`config.mk`:
```
export PLATFORM = sky130hd
export DESIGN_NAME = svr_fifo
export DESIGN_NICKNAME = d
export VERILOG_FILES = /design/src/rtl/core/svr_pkg.sv /design/src/rtl/core/svr_fifo.sv
export SDC_FILE = /design/constraint.sdc
export NUM_CORES = 1
export LEC_CHECK = 0
export BUFFER_PORTS_ARGS = -buffer_cell sky130_fd_sc_hd__buf_2
export CAP_MARGIN = 30
export CELL_PAD_IN_SITES_DETAIL_PLACEMENT = 2
export CELL_PAD_IN_SITES_GLOBAL_PLACEMENT = 2
export CORE_MARGIN = 2
export CORE_UTILIZATION = 30
export CTS_BUF_LIST = sky130_fd_sc_hd__clkbuf_4
export DETAILED_ROUTE_END_ITERATION = 10
export PLACE_DENSITY_LB_ADDON = 0.1
export SLEW_MARGIN = 20
export SYNTH_ARGS = -nofsm -noshare
export SYNTH_HDL_FRONTEND = slang
export SYNTH_SLANG_ARGS = --single-unit
export TNS_END_PERCENT = 5
```
`constraint.sdc`:
```
create_clock -name clk -period 2.1 [get_ports clk]
set_input_delay 0.63 -clock clk [delete_from_list [all_inputs] [get_ports clk]]
set_output_delay 0.63 -clock clk [all_outputs]
set_load 0.1 [all_outputs]
```
`src/rtl/core/svr_pkg.sv`:
```
// shared types, codes and the log2 fraction function for the c/n0 estimator
package svr_pkg;

    localparam int PWR_W      = 64;
    localparam int MUL_W      = 32;
    localparam int CFG_IDX_W  = 2;
    localparam int CFG_DATA_W = 32;

    localparam logic [CFG_IDX_W-1:0] CFG_ALPHA    = 2'd0;
    localparam logic [CFG_IDX_W-1:0] CFG_LOG_BW   = 2'd1;
    localparam logic [CFG_IDX_W-1:0] CFG_INIT_CN0 = 2'd2;

    localparam logic [2:0] OUTC_UPDATED    = 3'd0;
    localparam logic [2:0] OUTC_FIRST      = 3'd1;
    localparam logic [2:0] OUTC_ZERO_SIG   = 3'd2;
    localparam logic [2:0] OUTC_NEG_NOISE  = 3'd3;
    localparam logic [2:0] OUTC_RESTART    = 3'd4;

    localparam logic [MUL_W-1:0] TEN_LOG10_2_Q16 = 32'd197283;
    localparam logic signed [15:0] CN0_MAX = 16'sh7fff;
    localparam logic signed [15:0] CN0_MIN = -16'sh8000;

    localparam logic [16:0] ALPHA_RESET    = 17'd655;
    localparam logic signed [15:0] LOG_BW_RESET   = 16'sd7680;
    localparam logic signed [15:0] INIT_CN0_RESET = 16'sd0;

    typedef enum logic [1:0] {
        KIND_SAMPLE,
        KIND_FIRST,
        KIND_RESTART
    } kind_t;

    typedef struct packed {
        logic full;
        logic empty;
    } fifo_status_t;

    // log2(1 + f/2^lfb) by square-and-compare, evaluated on constants only
    function automatic logic [31:0] frac_rom(input int unsigned f, input int unsigned lfb);
        logic [63:0] y;
        logic [31:0] r;
        y = ((64'd1 << lfb) + 64'(f)) << (30 - lfb);
        r = 32'd0;
        for (int i = 0; i < 10; i++)
        begin
            if (i < lfb)
            begin
                y = (y * y) >> 30;
                r = {r[30:0], 1'b0};
                if (y >= 64'h8000_0000)
                begin
                    r[0] = 1'b1;
                    y = y >> 1;
                end
            end
        end
        return r;
    endfunction

endpackage

```
`src/rtl/core/svr_fifo.sv`:
```
// two-entry queue between the front and the back
module svr_fifo #(
    parameter int W = 8
) (
    input  logic                  clk,
    input  logic                  rst_n,
    input  logic                  push,
    input  logic [W-1:0]          push_data,
    input  logic                  pop,
    output logic [W-1:0]          pop_data,
    output svr_pkg::fifo_status_t status
);
    import svr_pkg::*;

    logic [W-1:0] mem [2];
    logic         wr_ptr_reg;
    logic         rd_ptr_reg;
    logic [1:0]   count_reg;

    assign status.full  = (count_reg == 2'd2);
    assign status.empty = (count_reg == 2'd0);
    assign pop_data     = mem[rd_ptr_reg];

    always_ff @(posedge clk)
    begin
        if (push)
        begin
            mem[wr_ptr_reg] <= push_data;
        end
    end

    always_ff @(posedge clk or negedge rst_n)
    begin
        if (!rst_n)
        begin
            wr_ptr_reg <= 1'b0;
            rd_ptr_reg <= 1'b0;
            count_reg  <= 2'd0;
        end
        else
        begin
            if (push)
            begin
                wr_ptr_reg <= ~wr_ptr_reg;
            end
            if (pop)
            begin
                rd_ptr_reg <= ~rd_ptr_reg;
            end
            case ({push, pop})
                2'b10:   count_reg <= count_reg + 2'd1;
                2'b01:   count_reg <= count_reg - 2'd1;
                default: count_reg <= count_reg;
            endcase
        end
    end

    a_no_overflow: assert property (@(posedge clk) disable iff (!rst_n)
        status.full |-> !push)
        else $error("queue overflow");
    a_no_underflow: assert property (@(posedge clk) disable iff (!rst_n)
        status.empty |-> !pop)
        else $error("queue underflow");
    a_count_range: assert property (@(posedge clk) disable iff (!rst_n)
        count_reg != 2'd3)
        else $error("queue count out of range");

endmodule

```
==> reports/metrics.cfg, run 1 <==
[outcome]
run_status = complete, no violations

[global_route]
grt_max_degree = 13
number_of_antenna_violations_at_the_first_check_in_global_routing = 0
track_usage = 0.102
grt_pass1_vias = 435
grt_pass1_wl_um = 2010
global_route.overflow_total = 0

[floorplan]
floorplan.initialDensity = 0.313
die_height_um = 54.4
rows = 18
pin_count = 22
die-width_um = 54.4
design.die.area_sq_mm = 0.00296
coreArea_sq_mm = 0.00243

[final_layout]
layout-area-overhead-vs-synth_pct = 31.5
largest_reg_flops = 16
antenna_cells_inserted = 0
design.final.nets = 80
drive_gt1_frac = 0.561

[clock_network]
hold_buffers = 0
clk_transition_reported_paths_ps = 110
cts_max_path_buffers = 2
root_buffer = clkbuf_4
cts_sinks = 20
cts-buffers-inserted = 3
htree_num_levels = 1
worstSkewPairLatency_ps = 300
tritoncts = yes
post_cts.repair.setup_buffers = 0

[drt]
via_per_inst = 4.40
detail_route.wirelength_um = 1270
ant_nets = 0
route.met2.wl_um = 680
top_layer = met4
drt_pass1_iterations = 4
via_count_of_the_routed_design = 422
detail_route.iter0.violations = 4
met3_wirelength_um = 75
remaining_drc_errors = 0
drt-met1-wl_um = 505
post_drt_wl_per_cell_um = 13.3

[critical_path]
crit_path_max_fanout = 9
timing.critical_path.to_type = primary output
timing.critical_path.arrival_ps = 1410
setup.worst_path.class = reg -> out
nature_of_the_critical_path_startpoint = register
worst_ep_required_time_ps = 1470

[yosys]
yosys-top-cells-count = edfxtp_1, mux2_2, dfrtp_1
ys_seq_area_frac = 0.762
synth_top_cell_area_share = 0.631
synthesis.area_per_instance_sq_um = 18.6
seq_cells_post_synth = 20
postSynthNetCount = 54
post-synth-top-area-cell = edfxtp_1
post_synth_num_cell_types = 11
synth_ff_type = edfxtp_1
dominant_cells_by_area_after_synthesis = edfxtp_1, dfrtp_1, mux2_2, xor2_1, xnor2_1
synth_area_sq_um = 762
synth_warnings = 0
post_synth_inst_count = 41
synth_enable_flop_cells = 16
post-synth-top-count-cell = edfxtp_1
ys_async_sr_fraction = 0.200

[timing]
hold_vio_cnt_final = 0
fmax_mhz = 491
worst-slew-pin-transition_ps = 485
timing.setup.tns_ps = 0
timing.slew.headroom = 0.679
timing.final.crit_share = 0.969
finalWorstPathRequiredPeriod_ps = 2040
holdWs_ps = 108
setup_repair_after_global_routing_missed_its_margin = no
finalWorstSetupSlack_ps = 64.7
timing.final.setup_violations = 0
fin_worst_skew_ps = 5.17
drv_slew = 0

[placement]
dpl_worst_slack_ps = 211
hpwlAfterDp_um = 990
gp_congestion = 0.614
io_buffers = 21

[flow_run]
max_cap_violations = 0

[min_path]
hp-class = in -> async

layer usage:
layer	vias to the layer above	track usage
met4	0	0.0250
met1	210	0.113
met2	12	0.177
met5	-	0
li1	197	-
met3	3	0.0492
cells by family (layout without fill, tap and decap cells):
kind of cell,after synthesis,in the layout,synth area share
XOR/XNOR,5,5,0.0575
buffers and inverters,2,27,0.0115
flip-flops,20,20,0.762
AND/OR/NAND/NOR,5,5,0.0345
multiplexers,8,8,0.118
adder cells (fa/ha/maj),1,1,0.0164
worst max-delay path, stage by stage (launching register included):
cell	delay (ps)
dfrtp_2	510
mux2_2	360
buf_4	230
cell type report:
class                   count  area, sq um
multi-input cells          19          175
clock inverters             1         30.0
well taps                  30         37.5
fillers                   259         1430
flip-flops and latches     20          582
clock buffers               3         22.5
inverters                   1         3.75
repair buffers             22          151
what timing repair did:
| item | CTS | global route |
|---|---|---|
| gates resized for setup | 9 | 5 |
| hold endpoints to repair | 0 | 0 |
| gates cloned | 0 | 0 |
| endpoints found under the setup margin | 8 | 5 |
layout by cell type (no fill, tap or decap):
cell	n
edfxtp_1	16
buf_2	13
mux2_2	8
buf_6	5
buf_4	4
xor2_1	3
clkbuf_4	3
dfrtp_1	3
nor2_1	2
xnor2_1	2
and2_1	1
nor2_2	1
inv_1	1
and2b_2	1
ha_1	1
bufinv_16	1
dfrtp_2	1
path summary, 6_finish.rpt:
| check | start | to | slack (ps) | cells past startpoint |
|---|---|---|---|---|
| min in group clk | wr_ptr_reg | wr_ptr_reg | 500 | 1 |
| min reg2reg | wr_ptr_reg | wr_ptr_reg | 500 | 1 |
| max reg2reg | wr_ptr_reg | mem[1][1] | 1010 | 1 |
| min | rst_n | count_reg[1] | 110 | 1 |
| max in group asynchronous | rst_n | rd_ptr_reg | 1850 | 1 |
| max | rd_ptr_reg | pop_data[2] | 60 | 2 |
through the flow:
stage           util  cells  instance area [sq um]
2_1_floorplan      -     41                    764
5_1_grt        0.412     96                   1000
4_1_cts        0.404     96                    983
3_5_place_dp   0.374     92                    910
3_3_place_gp   0.374     92                    910
6_report       0.412     96                   1000
Power of run 1 is not shown: default switching activity piles up to over one toggle a cycle in this logic, so the estimate is an artifact.
==> run 2, diff against run 1 <==
Settings changed: PLACE_DENSITY set to 0.74, PLACE_DENSITY_LB_ADDON 0.1 to not set.
==> run 2 against run 1 <==
Sequential share of layout area rose by 0.66 points; wire length rose by 7.1%; worst setup slack improved by 20 ps; critical endpoint is now pop_data[4].
==> reports/metrics.cfg, run 2 (same netlist as run 1, synthesis figures left out) <==
[drt]
drt_pass1_iterations = 2
ant_nets = 0
via_count_of_the_routed_design = 426
detail_route.wirelength_um = 1360
post_drt_wl_per_cell_um = 14.0
via_per_inst = 4.39
remaining_drc_errors = 0
detail_route.iter0.violations = 5

[timing]
fin_worst_skew_ps = 5.42
finalWorstSetupSlack_ps = 84.4
hold_vio_cnt_final = 0
drv_slew = 0
timing.final.setup_violations = 0
finalWorstPathRequiredPeriod_ps = 2020
timing.slew.headroom = 0.668
timing.setup.tns_ps = 0
worst-slew-pin-transition_ps = 502
timing.final.crit_share = 0.960
fmax_mhz = 496
setup_repair_after_global_routing_missed_its_margin = no

[clock_network]
tritoncts = yes
clk_transition_reported_paths_ps = 110
root_buffer = clkbuf_4
worstSkewPairLatency_ps = 290
cts-buffers-inserted = 3
hold_buffers = 0
cts_sinks = 20
cts_max_path_buffers = 2
htree_num_levels = 1

[outcome]
run_status = complete, no violations

[floorplan]
design.die.area_sq_mm = 0.00296
floorplan.initialDensity = 0.313
die-width_um = 54.4
die_height_um = 54.4
rows = 18
pin_count = 22
coreArea_sq_mm = 0.00243

[final_layout]
fillers = 255
layout-area-overhead-vs-synth_pct = 30.0
fin_area_sq_um = 991
design.final.nets = 81
largest_reg_flops = 16
drive_gt1_frac = 0.567
final_cell_mix = edfxtp_1, buf_2, buf_4, mux2_2
mostFrequentLayoutCell = edfxtp_1
antenna_cells_inserted = 0

[critical_path]
timing.critical_path.slowest_stage_cell = dfrtp_2
nature_of_the_critical_path_startpoint = register
timing.critical_path.arrival_ps = 1390
setup.worst_path.class = reg -> out
worstPathCellList = mux2_2, buf_4
timing.critical_path.to_type = primary output
crit_path_max_fanout = 9
worst_ep_required_time_ps = 1470
timing.critical_path.slowest_cell_delay_ps = 490

[placement]
gp_congestion = 0.682
io_buffers = 21
postPlaceCellArea_sq_um = 910
dpl_worst_slack_ps = 208
hpwlAfterDp_um = 977

[global_route]
grt_max_degree = 13
global_route.overflow_total = 0
grt_pass1_vias = 466
grt_pass1_wl_um = 2150
number_of_antenna_violations_at_the_first_check_in_global_routing = 0
track_usage = 0.110

[min_path]
hp-class = in -> async

[flow_run]
max_cap_violations = 0

-- run 2: final timing paths --
path | slack (ps) | startpoint | depth (start not counted) | endpoint
max | 80 | rd_ptr_reg | 2 | pop_data[4]
min | 110 | rst_n | 1 | wr_ptr_reg
max reg2reg | 940 | wr_ptr_reg | 1 | mem[1][7]
min reg2reg | 510 | wr_ptr_reg | 1 | wr_ptr_reg
max in group asynchronous | 1850 | rst_n | 1 | rd_ptr_reg
min in group clk | 510 | wr_ptr_reg | 1 | wr_ptr_reg
-- run 2: through the flow --
step	std cells	hold slack, ps	util
floorplan	41	334	-
global placement	92	443	0.374
detailed placement	92	446	0.374
CTS	96	95.4	0.404
global route	97	91.1	0.407
finish	97	114	0.407
-- run 2: layout make-up --
type / instances / area (sq um) / area share
inverters: 1 / 3.75 / 0.00379
well taps: 30 / 37.5 / 0.0379
clock buffers: 3 / 22.5 / 0.0227
flip-flops and latches: 20 / 582 / 0.587
clock inverters: 1 / 30.0 / 0.0303
repair buffers: 23 / 140 / 0.141
multi-input cells: 19 / 175 / 0.177
-- run 2: critical path: cells and delay by family, from the launching register on --
family	cells	cell delay, ps
buffers and inverters	1	230
DFF	1	490
muxes	1	360
-- run 2: per-layer routing --
metal / up-vias / track usage / share of wire
li1: 199 / - / -
met1: 213 / 0.127 / 0.42
met2: 14 / 0.189 / 0.51
met3: 0 / 0.0273 / 0.062
met4: 0 / 0.0500 / 0
met5: - / 0 / 0
-- run 2: timing repair --
action | 4_1_cts | 5_1_grt
setup buffers | 0 | 1
resized for setup | 9 | 0
setup endpoints to repair | 8 | 7
endpoints found under the hold margin | 0 | 0
Power of run 2 is left out for the same reason.
==> run 3, diff against run 2 <==
Settings changed: SETUP_SLACK_MARGIN set to 0.5.
==> run 3 against run 2 <==
Core utilization up 6.0 points; hold slack worse by 17 ps; register-to-register slack better by 50 ps; critical endpoint is now pop_data[2].
==> reports/metrics.cfg, run 3 (same netlist as run 1, synthesis figures left out) <==
[placement]
hpwlAfterDp_um = 1000
gp_congestion = 0.682
io_buffers = 21
place_inst = 92

[global_route]
grt_pass1_wl_um = 2160
grt_pass1_vias = 459
track_usage = 0.108
number_of_antenna_violations_at_the_first_check_in_global_routing = 0
grt_max_degree = 13
global_route.overflow_total = 0

[clock_network]
root_buffer = clkbuf_4
cts_sinks = 20
cts_max_path_buffers = 2
hold_buffers = 0
htree_num_levels = 1
clk_transition_reported_paths_ps = 130
cts-buffers-inserted = 3
worstSkewPairLatency_ps = 300
tritoncts = yes

[timing]
worst-slew-pin-transition_ps = 487
timing.final.crit_share = 0.966
drv_slew = 0
fmax_mhz = 493
fin_worst_skew_ps = 15.4
hold_vio_cnt_final = 0
setup_repair_after_global_routing_missed_its_margin = yes
timing.setup.tns_ps = 0
timing.slew.headroom = 0.678
finalWorstPathRequiredPeriod_ps = 2030
timing.final.setup_violations = 0

[floorplan]
coreArea_sq_mm = 0.00243
pin_count = 22
die_height_um = 54.4
die-width_um = 54.4
rows = 18
design.die.area_sq_mm = 0.00296
floorplan.initialDensity = 0.313

[critical_path]
crit_path_max_fanout = 3
worstPathCellList = buf_6, mux2_2, buf_6
timing.critical_path.slowest_cell_delay_ps = 430
timing.critical_path.arrival_ps = 1400
worst_path_most_repeated_cell = buf_6
timing.critical_path.slowest_stage_cell = dfrtp_2
critical-path-top-delay-family = flip-flops
worst_ep_required_time_ps = 1470
nature_of_the_critical_path_startpoint = register
timing.critical_path.to_type = primary output
setup.worst_path.class = reg -> out
crit_buf_inv = 2

[final_layout]
final_cell_mix = edfxtp_1, buf_2, mux2_4, buf_12, buf_6
layout-area-overhead-vs-synth_pct = 49.3
design.final.nets = 84
stdcell_count = 100
antenna_cells_inserted = 0
largest_reg_flops = 16
mostFrequentLayoutCell = edfxtp_1
fillers = 221
drive_gt1_frac = 0.586

[outcome]
run_status = complete, no violations

[drt]
via_count_of_the_routed_design = 443
drt_pass1_iterations = 3
ant_nets = 0
via_per_inst = 4.43
detail_route.wirelength_um = 1800
detail_route.iter0.violations = 3
post_drt_wl_per_cell_um = 18.0
remaining_drc_errors = 0

[flow_run]
max_cap_violations = 0

[min_path]
hp-class = in -> async

run 3: changes by cell type in the layout (fill, tap and decap cells not counted):
cell / previous run / this run
nor2_4: 0 / 1
buf_2: 13 / 12
nor2_2: 1 / 0
mux2_2: 8 / 2
buf_6: 0 / 5
mux2_4: 0 / 6
buf_4: 10 / 3
buf_12: 0 / 6
run 3: layer usage:
metal | routed length, um | up-vias | part of all wire | global-route usage
li1 | - | 204 | - | -
met1 | 828 | 223 | 0.46 | 0.135
met2 | 885 | 14 | 0.49 | 0.177
met3 | 67 | 2 | 0.037 | 0.0246
met4 | 22 | 0 | 0.012 | 0.0500
met5 | 0 | - | 0 | 0
run 3: stage by stage:
stage	instance area (sq um)	util	hold slack, ps	setup slack (ps)
2_1_floorplan	769	-	334	398
3_3_place_gp	915	0.376	443	234
3_5_place_dp	915	0.376	445	210
4_1_cts	1050	0.434	111	122
5_1_grt	1140	0.468	80.9	27.3
6_report	1140	0.468	96.8	71.4
run 3: what timing repair did:
item / CTS / global route
pin swaps: 0 / 0
endpoints found under the setup margin: 10 / 10
resized for setup: 20 / 20
setup buffers: 4 / 0
run 3: path summary, 6_finish.rpt:
path                            cells after the start  slack [ps]            to          from
worst min register to register                      1         520    wr_ptr_reg    wr_ptr_reg
min in group clk                                    1         510     mem[0][6]  push_data[6]
worst max register to register                      1         990     mem[1][2]    wr_ptr_reg
worst min-delay path                                1         100  count_reg[1]         rst_n
max in group asynchronous                           1        1870    wr_ptr_reg         rst_n
worst max-delay path                                3          70   pop_data[2]    rd_ptr_reg
run 3: final cells by class:
type                            count  area, sq um  share of cell area
Inverter                            1         3.75             0.00330
Clock inverter                      1         30.0              0.0264
Sequential cell                    20          582               0.512
Tap cell                           30         37.5              0.0330
Timing Repair Buffer               26          259               0.228
Multi-Input combinational cell     19          203               0.178
Clock buffer                        3         22.5              0.0198
Power of run 3 is left out for the same reason.
