**config.mk**
```make
export PLATFORM = sky130hd
export DESIGN_NAME = svr_front_flat
export DESIGN_NICKNAME = d
export VERILOG_FILES = /design/src/rtl/core/svr_pkg.sv /design/src/rtl/core/svr_ifs.sv /design/src/rtl/core/svr_front.sv /design/src/flat_wrapper.sv
export SDC_FILE = /design/constraint.sdc
export NUM_CORES = 1
export LEC_CHECK = 0
export ABC_AREA = 1
export BUFFER_PORTS_ARGS = -buffer_cell sky130_fd_sc_hd__buf_2
export CORE_AREA = 8 8 78 80
export DETAILED_ROUTE_END_ITERATION = 10
export DIE_AREA = 0 0 86 88
export PLACE_DENSITY = 0.77
export SKIP_LAST_GASP = 1
export SLEW_MARGIN = 25
export SYNTH_ARGS = -nofsm -noshare
export SYNTH_HDL_FRONTEND = slang
export SYNTH_SLANG_ARGS = --single-unit
```
**constraint.sdc**
```tcl
create_clock -name clk -period 2.05 [get_ports clk]
set_input_delay 0.3075 -clock clk [delete_from_list [all_inputs] [get_ports clk]]
set_output_delay 0.3075 -clock clk [all_outputs]
set_load 0.05 [all_outputs]
```
**src/rtl/core/svr_pkg.sv**
```systemverilog
// shared types, codes and the log2 fraction function for the c/n0 estimator
package svr_pkg;

    localparam int PWR_W      = 64;
    localparam int MUL_W      = 32;
    localparam int CFG_IDX_W  = 2;
    localparam int CFG_DATA_W = 32;

    localparam logic [CFG_IDX_W-1:0] CFG_ALPHA    = 2'd0;
    localparam logic [CFG_IDX_W-1:0] CFG_LOG_BW   = 2'd1;
    localparam logic [CFG_IDX_W-1:0] CFG_INIT_CN0 = 2'd2;

    localparam logic [2:0] OUTC_UPDATED    = 3'd0;
    localparam logic [2:0] OUTC_FIRST      = 3'd1;
    localparam logic [2:0] OUTC_ZERO_SIG   = 3'd2;
    localparam logic [2:0] OUTC_NEG_NOISE  = 3'd3;
    localparam logic [2:0] OUTC_RESTART    = 3'd4;

    localparam logic [MUL_W-1:0] TEN_LOG10_2_Q16 = 32'd197283;
    localparam logic signed [15:0] CN0_MAX = 16'sh7fff;
    localparam logic signed [15:0] CN0_MIN = -16'sh8000;

    localparam logic [16:0] ALPHA_RESET    = 17'd655;
    localparam logic signed [15:0] LOG_BW_RESET   = 16'sd7680;
    localparam logic signed [15:0] INIT_CN0_RESET = 16'sd0;

    typedef enum logic [1:0] {
        KIND_SAMPLE,
        KIND_FIRST,
        KIND_RESTART
    } kind_t;

    typedef struct packed {
        logic full;
        logic empty;
    } fifo_status_t;

    // log2(1 + f/2^lfb) by square-and-compare, evaluated on constants only
    function automatic logic [31:0] frac_rom(input int unsigned f, input int unsigned lfb);
        logic [63:0] y;
        logic [31:0] r;
        y = ((64'd1 << lfb) + 64'(f)) << (30 - lfb);
        r = 32'd0;
        for (int i = 0; i < 10; i++)
        begin
            if (i < lfb)
            begin
                y = (y * y) >> 30;
                r = {r[30:0], 1'b0};
                if (y >= 64'h8000_0000)
                begin
                    r[0] = 1'b1;
                    y = y >> 1;
                end
            end
        end
        return r;
    endfunction

endpackage

```
**src/rtl/core/svr_ifs.sv**
```systemverilog
// handshake channel interfaces: samples, results, configuration writes
interface svr_sample_if #(parameter int SAMPLE_BITS = 16);
    logic                          valid;
    logic                          ready;
    logic                          action;
    logic signed [SAMPLE_BITS-1:0] in_phase;
    logic signed [SAMPLE_BITS-1:0] quadrature;
    modport source (output valid, action, in_phase, quadrature, input ready);
    modport sink (input valid, action, in_phase, quadrature, output ready);
endinterface


```
**src/rtl/core/svr_front.sv**
```systemverilog
// front: accepts beats, takes magnitudes, classifies and keeps the previous sample
module svr_front #(
    parameter int SAMPLE_BITS = 16
) (
    input  logic                   clk,
    input  logic                   rst_n,
    svr_sample_if.sink             samples,
    input  svr_pkg::fifo_status_t  status,
    output logic                   push,
    output svr_pkg::kind_t         kind,
    output logic [SAMPLE_BITS-1:0] i_mag,
    output logic [SAMPLE_BITS-1:0] q_mag,
    output logic [SAMPLE_BITS-1:0] prev_i_mag,
    output logic [SAMPLE_BITS-1:0] prev_q_mag
);
    import svr_pkg::*;

    logic [SAMPLE_BITS-1:0] prev_i_reg;
    logic [SAMPLE_BITS-1:0] prev_q_reg;
    logic                   have_prev_reg;

    assign samples.ready = !status.full;
    assign push          = samples.valid && !status.full;

    // two's complement negate gives the right unsigned magnitude at the most negative code
    assign i_mag = samples.in_phase[SAMPLE_BITS-1] ? SAMPLE_BITS'(-samples.in_phase)
                                                  : SAMPLE_BITS'(samples.in_phase);
    assign q_mag = samples.quadrature[SAMPLE_BITS-1] ? SAMPLE_BITS'(-samples.quadrature)
                                                    : SAMPLE_BITS'(samples.quadrature);
    assign prev_i_mag = prev_i_reg;
    assign prev_q_mag = prev_q_reg;

    always_comb
    begin
        if (samples.action)
        begin
            kind = KIND_RESTART;
        end
        else if (!have_prev_reg)
        begin
            kind = KIND_FIRST;
        end
        else
        begin
            kind = KIND_SAMPLE;
        end
    end

    always_ff @(posedge clk or negedge rst_n)
    begin
        if (!rst_n)
        begin
            prev_i_reg    <= '0;
            prev_q_reg    <= '0;
            have_prev_reg <= 1'b0;
        end
        else if (push)
        begin
            if (samples.action)
            begin
                prev_i_reg    <= '0;
                prev_q_reg    <= '0;
                have_prev_reg <= 1'b0;
            end
            else
            begin
                prev_i_reg    <= i_mag;
                prev_q_reg    <= q_mag;
                have_prev_reg <= 1'b1;
            end
        end
    end

endmodule

```
**src/flat_wrapper.sv**
```systemverilog
// flat-port wrapper written by rule: the top's interface ports become plain ports
module svr_front_flat import svr_pkg::*;
#(
    parameter int SAMPLE_BITS = 16
)
  (clk, rst_n, status, push, kind, i_mag, q_mag, prev_i_mag, prev_q_mag, samples_valid, samples_action, samples_in_phase, samples_quadrature, samples_ready);
  svr_sample_if #(.SAMPLE_BITS(SAMPLE_BITS)) samples_i ();
  input  logic clk;
  input  logic rst_n;
  input  svr_pkg::fifo_status_t status;
  output logic push;
  output svr_pkg::kind_t kind;
  output logic [SAMPLE_BITS-1:0] i_mag;
  output logic [SAMPLE_BITS-1:0] q_mag;
  output logic [SAMPLE_BITS-1:0] prev_i_mag;
  output logic [SAMPLE_BITS-1:0] prev_q_mag;
  input wire logic [$bits(samples_i.valid)-1:0] samples_valid;
  input wire logic [$bits(samples_i.action)-1:0] samples_action;
  input wire logic [$bits(samples_i.in_phase)-1:0] samples_in_phase;
  input wire logic [$bits(samples_i.quadrature)-1:0] samples_quadrature;
  output wire logic [$bits(samples_i.ready)-1:0] samples_ready;
  assign samples_i.valid = samples_valid;
  assign samples_i.action = samples_action;
  assign samples_i.in_phase = samples_in_phase;
  assign samples_i.quadrature = samples_quadrature;
  assign samples_ready = samples_i.ready;
  svr_front #(.SAMPLE_BITS(SAMPLE_BITS)) u_core (.clk(clk), .rst_n(rst_n), .samples(samples_i), .status(status), .push(push), .kind(kind), .i_mag(i_mag), .q_mag(q_mag), .prev_i_mag(prev_i_mag), .prev_q_mag(prev_q_mag));
endmodule
```
==> results of run 1 <==
## layout make-up
| cell class | instances | area, um2 |
|---|---|---|
| Timing Repair Buffer | 105 | 531 |
| Tap cell | 70 | 87.6 |
| Inverter | 34 | 140 |
| Clock buffer | 6 | 82.6 |
| Fill cell | 499 | 2160 |
| Multi-Input combinational cell | 221 | 1080 |
| Sequential cell | 33 | 826 |
| Clock inverter | 1 | 7.51 |
## timing repair
action,CTS,global route
resized for setup,0,1
setup buffers,0,0
setup endpoints to repair,0,1
## per-layer routing
metal / part of all wire [%] / track usage [%] / vias up
li1: - / - / 1125
met1: 41 / 18.1 / 985
met2: 47 / 28.8 / 79
met3: 8.7 / 7.50 / 17
met4: 3.1 / 8.76 / 0
met5: 0 / 0 / -
## final timing paths
path | startpoint | to | cells after the start
max in group asynchronous | rst_n | u_core.prev_i_mag[0] | 1
max reg2reg | u_core.prev_q_mag[4] | u_core.prev_q_mag[4] | 1
max | samples_quadrature[0] | q_mag[6] | 7
min in group clk | samples_in_phase[14] | u_core.prev_i_mag[15] | 4
min reg2reg | u_core.prev_q_mag[0] | u_core.prev_q_mag[0] | 2
min | rst_n | u_core.prev_q_mag[11] | 1
## worst max-delay path, stage by stage
cell                      delay, ps
sky130_fd_sc_hd__buf_2          100
sky130_fd_sc_hd__inv_1          120
sky130_fd_sc_hd__ha_1           190
sky130_fd_sc_hd__nand3_2        110
sky130_fd_sc_hd__o21ai_4        270
sky130_fd_sc_hd__xnor2_1        220
sky130_fd_sc_hd__buf_2          320
## cells in the mapped netlist (2+ instances only)
library cell,n
sky130_fd_sc_hd__nand2_1,127
sky130_fd_sc_hd__dfrtp_1,33
sky130_fd_sc_hd__inv_1,32
sky130_fd_sc_hd__nor2_1,22
sky130_fd_sc_hd__nand3_1,15
sky130_fd_sc_hd__o21ai_0,14
sky130_fd_sc_hd__xor2_1,9
sky130_fd_sc_hd__a22o_1,6
sky130_fd_sc_hd__buf_4,4
sky130_fd_sc_hd__nand4_1,4
sky130_fd_sc_hd__buf_6,3
sky130_fd_sc_hd__clkbuf_1,3
sky130_fd_sc_hd__nand3b_1,3
sky130_fd_sc_hd__and2_1,2
sky130_fd_sc_hd__buf_2,2
sky130_fd_sc_hd__ha_1,2
sky130_fd_sc_hd__nand3_2,2
sky130_fd_sc_hd__o21ai_4,2
sky130_fd_sc_hd__or2_1,2
sky130_fd_sc_hd__xnor2_1,2
## power groups by stage
stage	Clock (mW)	Combinational, mW	Sequential (mW)
6_report	0.509	0.921	0.758
5_1_grt	0.553	0.988	0.767
4_1_cts	0.526	0.929	0.758
3_5_place_dp	0	0.929	0.768
3_3_place_gp	0	0.917	0.768
2_1_floorplan	0	0.442	1.01
## through the flow
| step | setup WS, ps | util [%] |
|---|---|---|
| 2_1_floorplan | 105 | - |
| 3_3_place_gp | 166 | 54.1 |
| 3_5_place_dp | 109 | 54.1 |
| 4_1_cts | 109 | 56.0 |
| 5_1_grt | 21.2 | 56.0 |
| 6_report | 103 | 56.0 |
## placed cells by master, fill, tap and decap left out
master                       Yosys  layout
sky130_fd_sc_hd__nand2_4         1       1
sky130_fd_sc_hd__nand4_1         4       4
sky130_fd_sc_hd__nor3_2          1       1
sky130_fd_sc_hd__xor2_1          9       9
sky130_fd_sc_hd__dfrtp_1        33      33
sky130_fd_sc_hd__clkinv_8        1       1
sky130_fd_sc_hd__or2_2           1       1
sky130_fd_sc_hd__nand2_2         1       1
sky130_fd_sc_hd__nor2_2          1       1
sky130_fd_sc_hd__xor2_2          1       1
sky130_fd_sc_hd__nand3b_1        3       3
sky130_fd_sc_hd__inv_1          32      32
sky130_fd_sc_hd__or2_1           2       2
sky130_fd_sc_hd__nand3_2         2       2
sky130_fd_sc_hd__buf_4           4       1
sky130_fd_sc_hd__and2_1          2       2
sky130_fd_sc_hd__o21ai_4         2       2
sky130_fd_sc_hd__clkinvlp_4      0       1
sky130_fd_sc_hd__clkbuf_4        0       1
sky130_fd_sc_hd__a21oi_1         1       1
sky130_fd_sc_hd__inv_2           1       1
sky130_fd_sc_hd__o21ai_0        14      13
sky130_fd_sc_hd__xnor2_1         2       2
sky130_fd_sc_hd__ha_1            2       2
sky130_fd_sc_hd__nor2_1         22      22
sky130_fd_sc_hd__o21bai_1        1       1
sky130_fd_sc_hd__buf_2           2     103
sky130_fd_sc_hd__nand2_1       127     127
sky130_fd_sc_hd__clkbuf_8        0       6
sky130_fd_sc_hd__o21ai_1         1       2
sky130_fd_sc_hd__a22o_1          6       6
sky130_fd_sc_hd__nand3_1        15      15
## cells by family (layout without fill, tap and decap cells)
kind of cell	after synthesis	count (layout)
xor+xnor	12	12
fa+ha+maj	2	2
flops	33	33
simple gates	182	182
buf+inv	46	146
compound gates	25	25
==> summary.md, run 1 <==
The run finished with clean final reports. For the final routed database, the setup TNS stands at 0 ps. The logs give 31 for the distinct cell type count of the synthesized netlist and 2.19 mW for the post-route total power.

Number of DRC markers in iteration 0: 84. The simple-gate area share of the yosys netlist was 36.0%. The worst setup path is of the primary input to output pin kind.

The relative slew slack is 49.0%, and the post-route antenna net violation count is 0. TritonCTS built the clock tree. The initial antenna violation count is 0, and the clock slew seen by the registers of the worst setup and hold paths is 70 ps. The xor/xnor cell area share of the yosys netlist came out at 5.29%. Number of global-route vias before repair: 2298. The biggest area contributor in the post-synthesis netlist is sky130_fd_sc_hd__dfrtp_1.

In this run the power spent charging and discharging nets is 998 uW. The maximum fanout along the worst path was 9; the post-synth design cell area was 0.00213 mm2. The run gives 0 as the hold violation count in the final report. The total congestion overflow is 0, and the fraction of power spent switching nets is 45.6%. At the worst endpoint, the required time is 1740 ps.

Routability-driven placement finished with a final weighted congestion of 0.940. Counting flops with a built-in enable in the synthesized netlist gives 0. Max-cap violations in this run came to 0.

Share of total power in combinational logic: 42.1%. Setup violations remaining at the end of the flow were counted as 0. The H-tree generated during clock tree synthesis spans 2 levels.

The run gives 0 ps as the post-route clock skew. For the final cell count without fillers, the log shows 470. STA classifies the critical path startpoint as a primary input.

The detailed-placement wirelength estimate is 4930 um, and the number of nets in the final layout is 440. The run gives 0 as the total number of yosys warnings. Global routing used 17.2% of the available tracks across all layers.

The design internal power is 1.19 mW, and the layout cell share with drive strength beyond 1 is 31.0%. After detailed routing, the total wire length is 6190 um. The run gives 10300 um as the wire length of the first global-routing pass. The quantity of I/O buffers inserted on ports is 104. Dividing the detail-routed via count by the number of cells gives 4.69. The leakage power total came out at 1.68 nW. STA puts the critical path data arrival time at 1640 ps. The initial utilization of the core area, before any placement, comes to 43.3%. The worst setup slack for register-to-register paths is 1340 ps, and the die width is 86 um. The worst hold-check path type is primary input to asynchronous set/reset pin. The finished cells cover 0.00275 mm2. The repair_antennas step left the layout with diodes totalling 0. The pre-antenna-repair detailed-routing pass consisted of 4 iterations. The logs give 106 for the number of placed I/O pins and 0.000321 V for the highest ir drop seen on vdd. Of the post-synthesis cell area, the part taken by muxes is 0%. At the pin with the least slew margin, the transition time is 765 ps. The synthesized netlist devotes 8.11% of its cell area to compound gates. The core region is 0.00491 mm2. The share of total power dissipated in sequential elements is 34.6%. For this run, design rule violations remaining after detail routing come to 0. The worst path uses 95.0% of the clock period.

After Yosys synthesis, full adders, half adders and majority gates account for 1.18% of the synthesized area. The clock tree root buffer cell was sky130_fd_sc_hd__clkbuf_8. The chip height was 88 um; the minimum period implied by the final worst setup slack was 1950 ps. Sort of element at the end of the critical path: an output pin.

The average footprint of a synthesized cell works out to 7.09 um2. The clock insertion delay at the later pin of the skew report is 290 ps, and the cell area power density is 795 mW/mm2. The tools report the share of power burned in the clock network as 23.2%. The tools report the CTS buffer count as 5. Synthesis inferred 33 register bits.

In the synthesized netlist the dominant register cell turns out to be sky130_fd_sc_hd__dfrtp_1. Proportion of register bits with asynchronous set or reset after synthesis: 100%. By area the synthesized netlist is led by sky130_fd_sc_hd__dfrtp_1 39%, sky130_fd_sc_hd__nand2_1 22%, sky130_fd_sc_hd__inv_1 5.6%, sky130_fd_sc_hd__nor2_1 3.9%, sky130_fd_sc_hd__xor2_1 3.7%.

The run gives 33 as the total number of clock tree sinks. The die covers 0.00757 mm2. For the final count of pins violating max slew, the log shows 0. The clock passes through at most 2 buffers. The run gives 34 as the largest net degree at the start of global routing. Setup repair after global routing left no endpoint under its margin. The register area share after synthesis is 38.8%, and the maximum clock rate is 514 MHz. Minimum hold slack: 90.9 ps. Relative to the synthesized area, the layout overhead comes to 29.3%.

The total number of vias was 2206. The area share of the largest cell type after synthesis came out at 38.8%. After synthesis, the largest family of logic cells by area is simple AND/OR/NAND/NOR gates. The average wire length per cell after detail routing was 13.2 um.

Synthesis produced a netlist whose cell count is 300. The number of placed instances, taps included, is 463. The number of nets handed over by synthesis was 340. Count of hold buffers inserted by post-cts repair: 0.

In this run the core area contains 26 standard-cell rows. Area after detailed placement: 0.00266 mm2.
Note: power is estimated with default switching activity, not from simulation.
==> inputs of run 2 (changes only) <==
--- a/config.mk
+++ b/config.mk
@@ -6,11 +6,10 @@
 export NUM_CORES = 1
 export LEC_CHECK = 0
 export ABC_AREA = 1
-export BUFFER_PORTS_ARGS = -buffer_cell sky130_fd_sc_hd__buf_2
 export CORE_AREA = 8 8 78 80
 export DETAILED_ROUTE_END_ITERATION = 10
 export DIE_AREA = 0 0 86 88
-export PLACE_DENSITY = 0.77
+export DONT_BUFFER_PORTS = 1
 export SKIP_LAST_GASP = 1
 export SLEW_MARGIN = 25
 export SYNTH_ARGS = -nofsm -noshare
==> run 2 against run 1 <==
Net effect: non-clock buffer count fell by 85; cell count fell by 18%; clock power shrank 5.5%; first-iteration DRC count decreased by 26%; routed wire length fell by 8.7%; worst setup slack improved by 170 ps; sequential power grew 35%; die area unchanged; clock skew did not move; critical path type unchanged; largest power group is now sequential cells; highest routed layer unchanged.
==> summary.md, run 2 (same netlist as run 1, synthesis figures left out) <==
Clock tree root buffer cell: sky130_fd_sc_hd__clkbuf_8. The floorplan step defined a core boundary enclosing 0.00491 mm2. For the detailed-placement wirelength estimate, the log shows 4490 um. The critical path goes through inv_1 > ha_1 > nand3_2 > o21ai_4 > nand4_1 > nand2_1.

In this run the tool buffered the top-level ports with 0 buffer cells. Die outline area: 0.00757 mm2. STA puts the critical path data arrival time at 1470 ps. The tools report the number of remaining DRC errors as 0.

The largest single stage delay on the critical path is 400 ps. Global routing used 14.8% of the available tracks. The met2 track demand over resource in global routing is 25.2%, and the post-route total power is 2.02 mW. The number of H-tree levels came out at 2.

The cell area power density was 845 mW/mm2. Worst hold-check path type: primary input to flop. The clock passes through at most 2 buffers.

Commonest non-fill, non-tap cell in the layout: sky130_fd_sc_hd__nand2_1. At the pin with the least slew margin, the transition time is 550 ps. The final count of pins violating max slew is 0.

The total number of vias is 1895, and the maximum clock rate is 562 MHz. The multi-input combinational cells in the finished layout cover a total of 0.00108 mm2. For the number of iterations in the first detailed-routing pass, the log shows 4. On the final layout, the worst clock skew is 0 ps. The clock insertion delay at the later pin of the skew report came out at 280 ps. Leakage power total: 1.33 nW. The final design utilization is 48.8%, and the count of final setup violators is 0. In this run the worst path has a maximum fanout of 9. In the final design database the tool counted 355 nets. Dividing the detail-routed wire length by the instance count gives 14.7 um.

Capture instance of the worst register-to-register path: u_core.prev_q_mag[3]. Cells with a size suffix above 1 make up 12.3% of the layout. On the final layout, the worst hold slack is 221 ps.

The met1 routing resource usage after global routing was 14.3%. The tools report the sort of element at the end of the critical path as an output pin. The hold violation count in the final report is 0. The tools report the total congestion overflow as 0.

Finished layout cell area: 0.00239 mm2. The largest net degree at the start of global routing was 34. Routability-driven placement finished with a final weighted congestion of 0.733. The post-route clock period utilization is 86.8%, and the count of standard-cell rows is 26. In this run the cell area measured after placement is 0.00228 mm2.

The filler cells instantiated in the layout total 509. In this run the tightest slew margin relative to its limit is 63.2%. The kind of critical path is primary input to output pin.

The first global-routing pass estimated 8890 um of wire. The number of global-route vias before repair is 1819, and the highest ir drop seen on vdd is 0.000284 V. The tree built by TritonCTS fans out to 33 sinks. The number of placed I/O pins is 106, and the post-route antenna net violation count is 0. The worst-case reg-to-reg path depth was 1. In this run the vertical extent of the chip is 88 um. The area of all sequential standard cells is 826 um2. Compared with the post-synthesis result, the final layout area differs by 12.5%.

The post-route setup TNS was 0 ps. The flow ran to the end, and the final reports show no timing, DRC or antenna violations. The global routing stage identified its most utilized layer as met2. The run gives 0 as the antenna diode count. The tools report the worst endpoint required time as 1740 ps.

The run gives 0 as the number of violations of the max-capacitance limit. The worst setup path is launched from a primary input. TritonCTS built the clock tree. The critical path starts at samples_quadrature[0]. Setup repair after global routing left no endpoint under its margin. The number of vias per cell after detailed routing came out at 4.91.

The clock slew seen by the registers of the worst setup and hold paths works out to 70 ps. After the first detailed-routing iteration, the DRC count stood at 62. Leaving out fill and tap cells, the most frequent cells in the layout are 127 x sky130_fd_sc_hd__nand2_1, 33 x sky130_fd_sc_hd__dfrtp_1, 32 x sky130_fd_sc_hd__inv_1.

In this run the horizontal extent of the chip is 86 um. The worst register-to-register path begins at u_core.prev_q_mag[3]. Counting the buffers created by CTS gives 5. Subtracting the final worst setup slack from the clock period gives 1780 ps.

The termination of the worst setup path was q_mag[14]. The worst setup slack for register-to-register paths was 1090 ps; the starting utilization of the core area was 43.3%. The routed wire length came out at 5660 um. Among all stages on the critical path, the largest delay is contributed by sky130_fd_sc_hd__nand2_1. The initial antenna violation count is 0, and the routing usage on met3 is 9.76%.
## run 2: cell types whose count changed in the layout (fill, tap and decap cells not counted), sizes merged
cell and change:
buf -85, clkbuf -2, clkinv +2, dlygate4sd3 +1
## run 2: how the worst min path moves through the flow
stage | from | end | slack, ps | depth (start not counted)
final | samples_quadrature[5] | u_core.prev_q_mag[5] | 220 | 3
after global routing | samples_quadrature[5] | u_core.prev_q_mag[5] | 230 | 3
after CTS | samples_quadrature[5] | u_core.prev_q_mag[5] | 210 | 3
after detailed placement | rst_n | u_core.prev_i_mag[0] | 10 | 0
after global placement | rst_n | u_core.prev_i_mag[7] | 10 | 0
after floorplan | rst_n | u_core.have_prev_reg | 10 | 0
## run 2: metrics by stage
stage               instances  setup WS, ps
floorplan                 300           105
global placement          376           267
detailed placement        376           251
CTS                       386           260
global route              386           146
finish                    386           270
## run 2: worst max-delay path, delay by kind of cell
| kind | cells | cell delay, ps |
|---|---|---|
| simple gates | 3 | 620 |
| compound gates | 1 | 250 |
| fa+ha+maj | 1 | 190 |
| buf+inv | 1 | 90 |
## run 2: where the power goes
group	switching (mW)	internal (mW)	total, mW
Clock	0.246	0.234	0.481
Sequential	0.301	0.717	1.02
Combinational	0.385	0.140	0.526
Total	0.933	1.09	2.02
## run 2: repair_timing
action	in CTS	in global routing
hold buffers	2	0
resized for setup	0	0
endpoints found under the hold margin	33	0
buffers inserted	0	0
## run 2: layout make-up
class | count | share of cell area (%)
Clock inverter | 3 | 0.731
Clock buffer | 5 | 2.87
Sequential cell | 33 | 34.5
Multi-Input combinational cell | 221 | 45.0
Tap cell | 70 | 3.66
Inverter | 34 | 5.85
Timing Repair Buffer | 20 | 7.42
## run 2: layer usage
metal	routed length, um	up-vias
met3	936	6
li1	-	954
met5	0	-
met2	2590	82
met1	2070	853
met4	62	0
==> inputs of run 3 (changes only) <==
--- a/config.mk
+++ b/config.mk
@@ -6,12 +6,12 @@
 export NUM_CORES = 1
 export LEC_CHECK = 0
 export ABC_AREA = 1
-export CORE_AREA = 8 8 78 80
+export CORE_AREA = 8 8 102 104
 export DETAILED_ROUTE_END_ITERATION = 10
-export DIE_AREA = 0 0 86 88
+export DIE_AREA = 0 0 110 112
 export DONT_BUFFER_PORTS = 1
 export SKIP_LAST_GASP = 1
-export SLEW_MARGIN = 25
+export SLEW_MARGIN = 40
 export SYNTH_ARGS = -nofsm -noshare
 export SYNTH_HDL_FRONTEND = slang
 export SYNTH_SLANG_ARGS = --single-unit
==> run 3 against run 2 <==
Net effect: sequential cell count is the same; clock skew is the same; utilization is 21 points lower; combinational power is 3% higher; via count up 1.6%; cell count increased by 11%; non-clock buffer count up 3; sequential power hardly changed; power rose by 1.9%; critical path depth increased by 2; maximum frequency increased by 0.75%; critical path type unchanged; largest cell class unchanged; largest power group unchanged.
==> summary.md, run 3 (same netlist as run 1, synthesis figures left out) <==
The combined buffer and inverter count along the critical path came out at 2. The number of setup buffers added after CTS was 0. The post-route clock skew is 0 ps, and the minimum period implied by the final worst setup slack is 1770 ps. In this run the worst path has a maximum fanout of 5.

The number of global-route vias before repair is 1956. Summed over all layers, the routed wires come to 6750 um. The number of nets in the final layout was 358. The most numerous cell type found on the critical path is sky130_fd_sc_hd__nand2_1.

The tools report the die outline area as 0.0123 mm2. The number of antenna diodes in the final layout is 0. The total congestion overflow was 0; the number of iterations in the first detailed-routing pass was 4. The tools report the largest net degree at the start of global routing as 34. The worst path uses 86.2% of the clock period. Across the VDD grid, the largest voltage drop is 0.000265 V. The die width came out at 110 um. The worst endpoint required time was 1740 ps. The largest single stage delay on the critical path is 210 ps.

In the final routed layout, each cell accounts on average for 15.7 um. The run gives 0 as the number of gates given a new drive strength after cts. The final route contains 1925 vias. For the wire length of the first global-routing pass, the log shows 10700 um. Setup repair after global routing left no endpoint under its margin.

Clock tree synthesis selected as its root buffer the cell sky130_fd_sc_hd__clkbuf_8. The clock slew seen by the registers of the worst setup and hold paths works out to 70 ps. The die is 112 um tall.

Data arrives at the worst endpoint at 1460 ps. TritonCTS built the clock tree. The tool flagged a number of max-cap violations equal to 0. The initial antenna violation count is 0, and the area added between synthesis and finish is 15.4%. Quantity of I/O buffers inserted on ports: 0. Counting along the longest clock path gives a buffer depth of 2. Overall track demand over capacity in global routing: 11.1%. Setup violations remaining at the end of the flow were counted as 0. For this design the static power due to leakage is 1.34 nW. The commonest non-fill, non-tap cell in the layout was sky130_fd_sc_hd__nand2_1.

In this run the count of I/O pins placed on the die edge is 106. Cells with a size suffix above 1 make up 12.6% of the layout. The core outline area was 0.00889 mm2; the slew at the pin with the worst max-slew slack was 533 ps. Walking the worst path, the cells encountered are inv_1 > ha_1 > nand2_1 > nand2_1 > nand2_2 > o21ai_0 > and2_1 > buf_4.

TritonCTS created 5 clock buffers. Worst hold-check path type: primary input to flop. At the end of routability-driven placement, the weighted congestion stood at 0.754.

The largest individual stage delay along the critical path comes from the cell sky130_fd_sc_hd__o21ai_0. The count of hold buffers inserted by post-cts repair is 2, and the number of vias per cell after detailed routing is 4.49. By startpoint and endpoint, the worst setup path is classified as primary input to output pin. The number of H-tree levels is 2.

For this block, the initial DRC count from the detailed router was 134. The run gives 0 as the final count of pins violating max slew. Relative slew slack: 64.4%. The finished cells cover 0.00246 mm2. The top cell family by delay on the critical path was simple AND/OR/NAND/NOR gates. The flow ran to the end, and the final reports show no timing, DRC or antenna violations. Counting the fill cells in the layout gives 980. In this run the remaining antenna-violating nets after routing total 0. The worst setup path is launched from a primary input. For this run, design rule violations remaining after detail routing come to 0. The tools report the starting utilization of the core area as 23.9%. The sort of element at the end of the critical path is an output pin. CTS saw 33 sinks. In the layout the commonest cells are 127 x sky130_fd_sc_hd__nand2_1, 33 x sky130_fd_sc_hd__dfrtp_1, 32 x sky130_fd_sc_hd__inv_1. Setup total negative slack on the finished layout was measured at 0 ps. The maximum clock rate was 566 MHz; the area after detailed placement was 0.00234 mm2. The logs give 5330 um for the detailed-placement wirelength estimate and 0 for the hold violation count in the final report. Power spread over the standard cell area amounts to 840 mW/mm2. In this run the core area contains 35 standard-cell rows. The clock insertion delay at the later pin of the skew report was 280 ps.
-- run 3: where the power goes --
part | total, mW | leakage [nW] | switching (mW) | internal (mW)
combinational | 0.540 | 0.861 | 0.398 | 0.142
sequential | 1.02 | 0.434 | 0.304 | 0.717
clock | 0.501 | 0.0443 | 0.234 | 0.267
-- run 3: area by class of cell --
type                    instances  area, um2  share of cell area, %
multi-input cells             221       1080                   43.9
well taps                     111        139                   5.65
flip-flops and latches         33        826                   33.6
clock buffers                   7       86.3                   3.52
inverters                      34        140                   5.71
repair buffers                 23        188                   7.64
-- run 3: path summary, 6_finish.rpt --
path / startpoint / to / slack, ps / cells after the start
worst min-delay path: samples_quadrature[5] / u_core.prev_q_mag[5] / 230 / 3
worst max-delay path: samples_in_phase[0] / i_mag[10] / 280 / 8
max in group asynchronous: rst_n / u_core.prev_i_mag[12] / 1360 / 2
min in group asynchronous: rst_n / u_core.prev_q_mag[6] / 510 / 2
worst max register to register: u_core.prev_q_mag[3] / u_core.prev_q_mag[3] / 1080 / 1
worst min register to register: u_core.have_prev_reg / u_core.have_prev_reg / 490 / 2
-- run 3: metal layers --
metal,global-route usage [%],vias to the layer above,share of wire (%)
li1,-,959,-
met1,12.3,874,38
met2,18.5,87,46
met3,5.49,5,15
met4,2.70,0,0.96
met5,0,-,0
-- run 3: per-stage QoR --
stage | instances | power (mW) | utilization, % | hold slack [ps] | worst slack [ps]
3_3_place_gp | 420 | 1.56 | 26.3 | 12.9 | 316
6_report | 429 | 2.06 | 27.6 | 227 | 284
4_1_cts | 429 | 2.11 | 27.6 | 215 | 281
5_1_grt | 429 | 2.18 | 27.6 | 217 | 122
2_1_floorplan | 300 | 1.46 | - | 11.9 | 105
3_5_place_dp | 420 | 1.57 | 26.3 | 13.0 | 279
